<file path="src/rtl/tea_pkg.sv">
// Shared constants, types and round function for the TEA cipher pipeline.
`timescale 1ns / 1ps
`default_nettype none

package tea_pkg;

	// Golden-ratio round constant
	localparam logic [31:0] TEA_DELTA = 32'h9E37_79B9;

	// Default number of cipher cycles (two half-rounds each)
	localparam int TEA_ROUNDS = 32;

	// Key register count and reset values
	localparam int TEA_KEY_WORDS = 4;
	localparam int TEA_KEY_IDX_W = $clog2(TEA_KEY_WORDS);

	localparam logic [TEA_KEY_IDX_W-1:0] KEY_IDX_W0 = TEA_KEY_IDX_W'(0);
	localparam logic [TEA_KEY_IDX_W-1:0] KEY_IDX_W1 = TEA_KEY_IDX_W'(1);
	localparam logic [TEA_KEY_IDX_W-1:0] KEY_IDX_W2 = TEA_KEY_IDX_W'(2);
	localparam logic [TEA_KEY_IDX_W-1:0] KEY_IDX_W3 = TEA_KEY_IDX_W'(3);

	localparam logic [31:0] KEY_RST_W0 = 32'd1;
	localparam logic [31:0] KEY_RST_W1 = 32'd2;
	localparam logic [31:0] KEY_RST_W2 = 32'd3;
	localparam logic [31:0] KEY_RST_W3 = 32'd4;

	// Request type codes
	localparam logic REQ_ENCRYPT = 1'b0;
	localparam logic REQ_DECRYPT = 1'b1;

	typedef logic [TEA_KEY_WORDS-1:0][31:0] tea_key_t;

	// Block in flight through the chain
	typedef struct packed {
		logic        dec;
		logic [31:0] a;
		logic [31:0] b;
	} tea_data_t;

	// Forward half of a link between neighbouring stages
	typedef struct packed {
		logic      valid;
		tea_data_t data;
	} tea_link_t;

	// TEA mixing term: ((x << 4) + ka) ^ (x + sum) ^ ((x >> 5) + kb)
	function automatic logic [31:0] tea_mix(
		input logic [31:0] x,
		input logic [31:0] sum,
		input logic [31:0] ka,
		input logic [31:0] kb
	);
		return ((x << 4) + ka) ^ (x + sum) ^ ((x >> 5) + kb);
	endfunction

endpackage

`default_nettype wire

</file>
<file path="src/rtl/tea_half.sv">
// One Feistel half-round stage with its own handshake register.
`timescale 1ns / 1ps
`default_nettype none

module tea_half
	import tea_pkg::*;
#(
	parameter logic        SECOND  = 1'b0,
	parameter logic [31:0] SUM_ENC = TEA_DELTA,
	parameter logic [31:0] SUM_DEC = TEA_DELTA
) (
	input  wire logic      clk,
	input  wire logic      arst_n,
	input  wire tea_key_t  key,
	input  wire tea_link_t up_link,
	output logic           up_ready,
	output tea_link_t      dn_link,
	input  wire logic      dn_ready
);

	logic        valid_s1;
	tea_data_t   data_s1;
	logic        tgt_a;
	logic [31:0] x;
	logic [31:0] ka;
	logic [31:0] kb;
	logic [31:0] sum;
	logic [31:0] mix;
	logic [31:0] tgt;
	logic [31:0] tgt_new;
	tea_data_t   nxt;
	logic        adv;

	// Stage moves when empty or when the next one takes its transaction
	assign adv      = !valid_s1 || dn_ready;
	assign up_ready = adv;

	// Encrypt updates a first then b; decrypt undoes b first then a
	always_comb begin
		tgt_a   = (up_link.data.dec == SECOND);
		x       = tgt_a ? up_link.data.b : up_link.data.a;
		ka      = tgt_a ? key[KEY_IDX_W0] : key[KEY_IDX_W2];
		kb      = tgt_a ? key[KEY_IDX_W1] : key[KEY_IDX_W3];
		sum     = (up_link.data.dec == REQ_DECRYPT) ? SUM_DEC : SUM_ENC;
		mix     = tea_mix(x, sum, ka, kb);
		tgt     = tgt_a ? up_link.data.a : up_link.data.b;
		tgt_new = (up_link.data.dec == REQ_DECRYPT) ? tgt - mix : tgt + mix;
		nxt     = up_link.data;
		if (tgt_a) begin
			nxt.a = tgt_new;
		end else begin
			nxt.b = tgt_new;
		end
	end

	// Valid bit
	always_ff @(posedge clk or negedge arst_n) begin
		if (!arst_n) begin
			valid_s1 <= 1'b0;
		end else if (adv) begin
			valid_s1 <= up_link.valid;
		end
	end

	// Payload
	always_ff @(posedge clk) begin
		if (adv && up_link.valid) begin
			data_s1 <= nxt;
		end
	end

	assign dn_link = {valid_s1, data_s1};

endmodule

`default_nettype wire

</file>
<file path="src/rtl/tea_cell.sv">
// One TEA cycle: two half-round stages with the sums for this position.
`timescale 1ns / 1ps
`default_nettype none

module tea_cell
	import tea_pkg::*;
#(
	parameter int ROUND_COUNT = TEA_ROUNDS,
	parameter int ROUND_IDX   = 0
) (
	input  wire logic      clk,
	input  wire logic      arst_n,
	input  wire tea_key_t  key,
	input  wire tea_link_t up_link,
	output logic           up_ready,
	output tea_link_t      dn_link,
	input  wire logic      dn_ready
);

	// Encrypt sum after n+1 additions; decrypt sum for the mirrored cycle
	localparam logic [31:0] SUM_ENC = 32'(64'(TEA_DELTA) * 64'(ROUND_IDX + 1));
	localparam logic [31:0] SUM_DEC = 32'(64'(TEA_DELTA) * 64'(ROUND_COUNT - ROUND_IDX));

	tea_link_t mid_link;
	logic      mid_ready;

	tea_half #(
		.SECOND  (1'b0),
		.SUM_ENC (SUM_ENC),
		.SUM_DEC (SUM_DEC)
	) u_first (
		.clk      (clk),
		.arst_n   (arst_n),
		.key      (key),
		.up_link  (up_link),
		.up_ready (up_ready),
		.dn_link  (mid_link),
		.dn_ready (mid_ready)
	);

	tea_half #(
		.SECOND  (1'b1),
		.SUM_ENC (SUM_ENC),
		.SUM_DEC (SUM_DEC)
	) u_second (
		.clk      (clk),
		.arst_n   (arst_n),
		.key      (key),
		.up_link  (mid_link),
		.up_ready (mid_ready),
		.dn_link  (dn_link),
		.dn_ready (dn_ready)
	);

endmodule

`default_nettype wire

</file>
<file path="config.mk">
export PLATFORM = sky130hd
export DESIGN_NAME = tea_cell
export DESIGN_NICKNAME = d
export VERILOG_FILES = /design/src/rtl/tea_pkg.sv /design/src/rtl/tea_half.sv /design/src/rtl/tea_cell.sv
export SDC_FILE = /design/constraint.sdc
export NUM_CORES = 1
export LEC_CHECK = 0
export BUFFER_PORTS_ARGS = -buffer_cell sky130_fd_sc_hd__buf_2
export CORE_ASPECT_RATIO = 0.7
export CORE_MARGIN = 3
export CORE_UTILIZATION = 50
export DETAILED_ROUTE_END_ITERATION = 6
export PLACE_DENSITY_LB_ADDON = 0.12
export SLEW_MARGIN = 10
export SYNTH_ARGS = -nofsm -noshare
export SYNTH_HDL_FRONTEND = slang
export SYNTH_HIERARCHICAL = 1
export SYNTH_SLANG_ARGS = --single-unit
export TNS_END_PERCENT = 30
</file>
<file path="constraint.sdc">
create_clock -name clk -period 7.88 [get_ports clk]
set_input_delay 1.576 -clock clk [delete_from_list [all_inputs] [get_ports clk]]
set_output_delay 1.576 -clock clk [all_outputs]
set_load 0.01 [all_outputs]
</file>
==> impl_metrics.py, run 1 <==
metrics = {
    "run_status": {
        "status": "finished clean",
    },
    "setup_path": {
        "cp_data_arrival_time_ns": 7.93,
        "r2r-end": "u_second/dn_link[62]",
        "critical_path_class": "input pin to flop",
        "rr_worst_depth": 27,
        "worstReg2RegStart": "u_first/dn_link[64]",
        "r2r_setup_slack_ns": 0.58,
        "cp.required_ns": 8.17,
        "cp-end-kind": "flop",
        "cp_max_fo": 4,
        "critPathLaunchType": "input pin",
    },
    "place": {
        "place_area_mm2": 0.02712,
        "dpl.hpwl_mm": 73.09,
        "place_congestion": 1.026,
        "port_buffers": 263,
    },
    "final_layout": {
        "fin_nets": 3649,
        "layout_commonest_cell": "buf_4",
        "mostFrequentLayoutCells": "buf_4, nand2_1, buf_2",
        "area_growth_pct": 23.73,
        "drive_above_1_share_pct": 29.25,
        "final_area_mm2": 0.02798,
        "antennaDiodeCount": 0,
        "nFillCells": 3868,
        "postLayoutCoreUtil_pct": 63.29,
    },
    "timing": {
        "fin_crit_ns": 7.641,
        "finalHoldViolCount": 0,
        "period_share_pct": 96.97,
        "setup_viol": 0,
        "fmax_mhz": 130.9,
        "worst_slew_pin_slew_ns": 0.8807,
        "drv_slew": 0,
        "skew_ns": 0.01295,
        "relSlewSlack_pct": 40.67,
    },
    "synth": {
        "netlist_instances": 2695,
        "netlist_area_mm2": 0.02261,
        "synth_top_area_cell": "edfxtp_1",
        "synth_edf_count": 130,
        "synth_nets": 3085,
        "avgSynthCellArea_um2": 8.390,
        "async_reset_ff_share_pct": 1.515,
        "ys_warn_count": 6,
        "yosysTopAreaCellShare_pct": 17.26,
        "seq_area_frac_synth_pct": 17.49,
        "synth_ff_type": "edfxtp_1",
        "ys_seq_elements": 132,
        "synth.area.top_cells": "edfxtp_1, ha_1, mux2_2",
        "synthDistinctLibCells": 128,
    },
    "hold_path": {
        "hp-class": "flop to flop",
        "hold_start": "u_first/valid_s1",
        "holdPathStages": 1,
        "hold_end": "u_second/valid_s1",
    },
    "routing": {
        "first_iter_violations": 2441,
        "vias": 23734,
        "routed.top_layer": "met5",
        "drcViolationCount": 0,
        "wl_per_cell_um": 22.70,
        "via_per_inst": 6.139,
        "ant_nets": 0,
        "wl_met2_mm": 40.87,
        "drt_pass1_iterations": 6,
        "wl_met3_mm": 6.183,
        "routed_wl_mm": 87.75,
        "drt-met1-wl_mm": 37.02,
    },
    "global_route": {
        "grt_pass1_wl_mm": 130.2,
        "grt_max_degree": 81,
        "track_usage_pct": 35.31,
        "grt_pass1_vias": 22279,
        "grt-ovfl-total": 0,
        "antenna_found_initial": 1,
    },
    "floorplan": {
        "dieArea_mm2": 0.04785,
        "die_h_um": 183.9,
        "fp.dieW_um": 260.2,
        "row_count": 64,
        "core-area_mm2": 0.04420,
        "io_pins": 264,
        "start_util_pct": 51.15,
    },
    "clocking": {
        "htreeDepth": 4,
        "cts_num_sinks": 132,
        "clk_latency_ns": 0.44,
        "cts_root_buf": "clkbuf_16",
        "cts_made_buffers": 17,
        "clockBufferDepth": 2,
        "postCtsHoldBufs": 0,
        "cts_tree": "built",
        "clk_pin_slew_worst_paths_ns": 0.07,
    },
    "power_and_ir_drop": {
        "leakage_nw": 12.62,
        "p_per_area_mw_per_mm2": 534.2,
        "ir_drop_uv": 552.4,
    },
    "job": {
        "max_cap_violations": 0,
    },
}
[Yosys cell counts, drive strengths merged, types with 9 or more instances]
library cell  count
clkbuf           54
and3             33
xnor3            27
or2              12
mux2i            37
and2             29
nor2            161
o31ai            16
a21oi           212
o21bai           23
nor2b            29
nand3b           10
nand3            66
a31oi            37
o31a             10
or3              20
nand2b           38
nor4             13
o21a             31
edfxtp          130
a21o             74
buf              36
nand2           301
o211ai           16
nor3             43
xnor2           227
o2111ai           9
a211oi           24
o21ai           205
o2bb2ai          10
xor2            116
inv              87
a2111oi          10
a21boi           18
mux2            179
nand4            15
ha              187
[final cells by class]
| cell class | instances | area [um^2] | share of cell area, % |
|---|---|---|---|
| clock inverter | 14 | 247.7 | 0.8855 |
| multi-input combinational | 2386 | 18020 | 64.41 |
| clock buffer | 18 | 439.2 | 1.570 |
| tap | 594 | 743.2 | 2.657 |
| sequential | 132 | 3954 | 14.13 |
| inverter | 87 | 329.1 | 1.176 |
| timing repair buffer | 635 | 4244 | 15.17 |
[cells by family (layout without fill, tap and decap cells)]
group,after synthesis,in the layout,synth area share [%]
and+or+nand+nor,805,805,17.61
AOI/OAI and AO/OA,800,800,23.42
xor gates and xnor gates,372,372,16.24
muxes,216,216,10.75
adders and majority gates,193,193,10.88
buffers and inverters,177,754,3.619
DFF,132,132,17.49
[where the power goes]
group	internal (mW)	total, mW	leakage [nW]	switching (mW)
sequential	1.39	1.63	1.28	0.240
combinational	5.67	12.4	11.0	6.70
clock	0.606	0.941	0.328	0.335
[sequential cells by signal (all words and copies together), names as in the netlist]
name	cells
u_first/valid_s1	1
u_second/valid_s1	1
u_first/dn_link	65
u_second/dn_link	65
[worst max path at each step]
stage	from	to	slack, ns
final	key[68]	u_second/dn_link[31]	0.24
after global placement	up_link[64]	u_first/dn_link[63]	-0.23
after floorplan	up_link[64]	u_first/dn_link[63]	-0.72
after global routing	up_link[64]	u_first/dn_link[63]	-0.02
after detailed placement	key[68]	u_second/dn_link[62]	-0.26
after CTS	key[68]	u_second/dn_link[62]	0.07
[timing repair]
action / in CTS / in global routing
pin swaps: 0 / 9
cloned: 0 / 1
hold endpoints to repair: 0 / 0
endpoints found under the setup margin: 2 / 15
resized for setup: 0 / 30
buffers inserted: 2 / 0
[layer usage]
metal  vias up  GRT usage, %
met1     11332         46.07
met2      1092         60.15
met4         2         13.25
met3       174         4.186
met5         -             0
li1      11134             -
[worst max-delay path, cell delays in order]
cell      delay [ns]
buf_2           0.12
mux2_2          0.26
ha_1            0.24
fa_1            0.47
a21o_1          0.20
a221oi_1        0.33
buf_4           0.20
o21ai_0         0.11
a211oi_1        0.32
nor3_1          0.10
o21ai_1         0.26
buf_4           0.16
nor2_1          0.04
a21oi_1         0.20
xor2_1          0.13
ha_1            0.33
nand3_1         0.17
nor3_1          0.27
o211ai_1        0.25
a21oi_1         0.32
nor2_1          0.10
o21ai_1         0.29
o211ai_1        0.20
a31oi_1         0.17
xnor3_1         0.43
or4_1           0.47
a31oi_1         0.18
[per-stage QoR]
step / setup slack (ns) / cells / power [mW] / hold slack (ns) / TNS, ns
floorplan: -0.7217 / 2695 / 9.810 / 0.4833 / -3.175
global placement: -0.2295 / 3831 / 13.18 / 0.4588 / -1.027
detailed placement: -0.2607 / 3831 / 13.52 / 0.4738 / -1.465
CTS: 0.06506 / 3865 / 14.60 / 0.4872 / 0
global route: -0.01681 / 3866 / 16.06 / 0.5071 / -0.01681
finish: 0.2391 / 3866 / 14.95 / 0.4808 / 0
Note: power is estimated with default switching activity, not from simulation.
==> run 2, diff against run 1 <==
SYNTH_HIERARCHICAL = not set   (was 1)
==> run 2 against run 1 <==
Net effect:
- critical path type unchanged
- critical endpoint is now u_second.dn_link[28]
- global-route usage fell by 1.4 points
- critical path depth rose by 3
- hold slack improved by 0.019 ns
- sequential share of layout area is 1.1 points higher
- cell area fell by 7.2%
- clock skew decreased by 0.0013 ns
- clock-buffer cell count is 1 higher
- sequential cell count unchanged
- worst setup slack better by 0.065 ns
- cell count down 6.2%
- synthesized area decreased by 4.6%
- via count shrank 7.8%
==> impl_metrics.py, run 2 <==
metrics = {
    "run_status": {
        "status": "finished clean",
    },
    "power_and_ir_drop": {
        "p_per_area_mw_per_mm2": 555.9,
        "ir_drop_uv": 611.7,
        "p_total_mw": 14.43,
        "leakage_nw": 11.51,
    },
    "setup_path": {
        "path_common_cell": "buf_4",
        "cp-end-kind": "flop",
        "worstReg2RegStart": "u_first.dn_link[64]",
        "cp_data_arrival_time_ns": 7.76,
        "critical_path.max_stage_delay_ns": 0.44,
        "slowest_stage": "fa_1",
        "cp.required_ns": 8.06,
        "cp_max_fo": 3,
        "cp-startpoint": "key[32]",
        "critical_path_class": "input pin to flop",
        "critPathLaunchType": "input pin",
    },
    "routing": {
        "routed_wl_mm": 79.71,
        "ant_nets": 0,
        "drcViolationCount": 0,
        "first_iter_violations": 1940,
        "wl_per_cell_um": 21.99,
        "vias": 21892,
        "via_per_inst": 6.039,
        "drt_pass1_iterations": 6,
    },
    "clocking": {
        "cts_root_buf": "clkbuf_16",
        "clk_pin_slew_worst_paths_ns": 0.06,
        "htreeDepth": 4,
        "clockBufferDepth": 2,
        "cts_num_sinks": 132,
        "clk_latency_ns": 0.45,
        "cts_tree": "built",
        "cts_made_buffers": 17,
    },
    "global_route": {
        "grt_max_degree": 81,
        "grt_pass1_wl_mm": 120.9,
        "grt-ovfl-total": 0,
        "grt_pass1_vias": 21401,
        "antenna_found_initial": 0,
        "track_usage_pct": 33.86,
    },
    "synth": {
        "synth_edf_count": 130,
        "netlist_area_mm2": 0.02156,
        "yosysTopAreaCellShare_pct": 18.11,
        "avgSynthCellArea_um2": 8.210,
        "synth_common_cells": "nand2_1, xnor2_1, a21oi_1, o21ai_0, ha_1",
        "ys_seq_elements": 132,
        "synthDistinctLibCells": 86,
        "synth_nets": 3016,
        "post-synth-top-count-cell": "nand2_1",
        "synth_ff_type": "edfxtp_1",
        "synth.area.top_cells": "edfxtp_1, xnor2_1, ha_1",
        "ys_warn_count": 0,
        "netlist_instances": 2626,
        "async_reset_ff_share_pct": 1.515,
        "synth_top_area_cell": "edfxtp_1",
        "seq_area_frac_synth_pct": 18.34,
    },
    "floorplan": {
        "io_pins": 264,
        "dieArea_mm2": 0.04569,
        "die_h_um": 179.7,
        "row_count": 62,
        "start_util_pct": 51.57,
        "fp.dieW_um": 254.2,
        "core-area_mm2": 0.04181,
    },
    "place": {
        "port_buffers": 263,
        "dpl.hpwl_mm": 66.37,
        "place_congestion": 0.9727,
        "placed_cells": 3589,
    },
    "final_layout": {
        "drive_above_1_share_pct": 26.13,
        "antennaDiodeCount": 0,
        "layout_commonest_cell": "nand2_1",
        "area_growth_pct": 20.39,
        "mostFrequentLayoutCells": "nand2_1, xnor2_1, buf_2",
        "fin_nets": 3458,
        "final_cells": 3625,
    },
    "timing": {
        "fin_crit_ns": 7.576,
        "period_share_pct": 96.14,
        "finalHoldViolCount": 0,
        "fmax_mhz": 132.0,
        "rsz0062_at_grt": "true",
        "relSlewSlack_pct": 39.85,
        "skew_ns": 0.01168,
        "fin_tns_setup_ns": 0,
        "drv_slew": 0,
        "setup_viol": 0,
        "worst_slew_pin_slew_ns": 0.9022,
    },
    "job": {
        "max_cap_violations": 0,
    },
    "hold_path": {
        "hold_start": "u_first.valid_s1",
        "hp-class": "flop to flop",
    },
}
## run 2: path summary, 6_finish.rpt
kind | depth (start not counted) | to | slack, ns
worst max-delay path | 30 | u_second.dn_link[28] | 0.30
worst min-delay path | 1 | u_second.valid_s1 | 0.50
worst max register to register | 32 | u_second.dn_link[28] | 0.57
worst min register to register | 1 | u_second.valid_s1 | 0.50
max in group asynchronous | 1 | u_second.valid_s1 | 6.89
min in group asynchronous | 1 | u_first.valid_s1 | 0.90
## run 2: metal layers
layer | wire length, um | track usage (%)
met2 | 37390 | 57.68
met4 | 2747 | 11.16
met3 | 4460 | 3.684
met5 | 0 | 0
met1 | 35110 | 44.77
## run 2: kinds of logic (layout without fill, tap and decap cells)
group	count (synthesis)	in the layout	share of synthesized area, %
DFF	132	132	18.34
AOI/OAI and AO/OA	755	755	22.34
muxes	195	195	10.09
and+or+nand+nor	794	794	17.61
adders and majority gates	193	193	11.41
buffers and inverters	165	620	3.110
xor gates and xnor gates	392	392	17.11
## run 2: repair_timing
action                                 in CTS  in global routing
resized for setup                           0                 26
buffers inserted                            0                  4
hold buffers                                0                  0
setup endpoints to repair                   0                 11
endpoints found under the hold margin       0                  0
## run 2: cell type report
| class | instances | area [um^2] |
|---|---|---|
| repair buffers | 505 | 3229 |
| inverters | 83 | 311.5 |
| flip-flops and latches | 132 | 3954 |
| clock inverters | 13 | 195.2 |
| multi-input cells | 2329 | 17150 |
| fillers | 3728 | 15860 |
| clock buffers | 19 | 432.9 |
| well taps | 544 | 680.7 |
## run 2: critical path: cells and delay by family
kind | cells | cell delay (ns)
compound gates | 11 | 2.48
buf+inv | 5 | 0.70
xor+xnor | 4 | 0.63
simple gates | 6 | 1.10
fa+ha+maj | 3 | 1.00
mux | 1 | 0.28
## run 2: power breakdown
group	leakage (nW)	internal [mW]	switching, mW
Sequential	1.28	1.39	0.215
Combinational	9.93	5.35	6.61
Clock	0.301	0.535	0.338
## run 2: stage by stage
step / setup WS, ns / instance area, um^2 / util, % / hold WS [ns]
2_1_floorplan: -0.3148 / 21780 / - / 0.4490
3_3_place_gp: -0.2151 / 25190 / 60.25 / 0.4671
4_1_cts: 0.06092 / 25820 / 61.75 / 0.5015
3_5_place_dp: -0.3660 / 25190 / 60.25 / 0.4831
6_report: 0.3039 / 25960 / 62.08 / 0.5001
5_1_grt: -0.04296 / 25960 / 62.08 / 0.5263
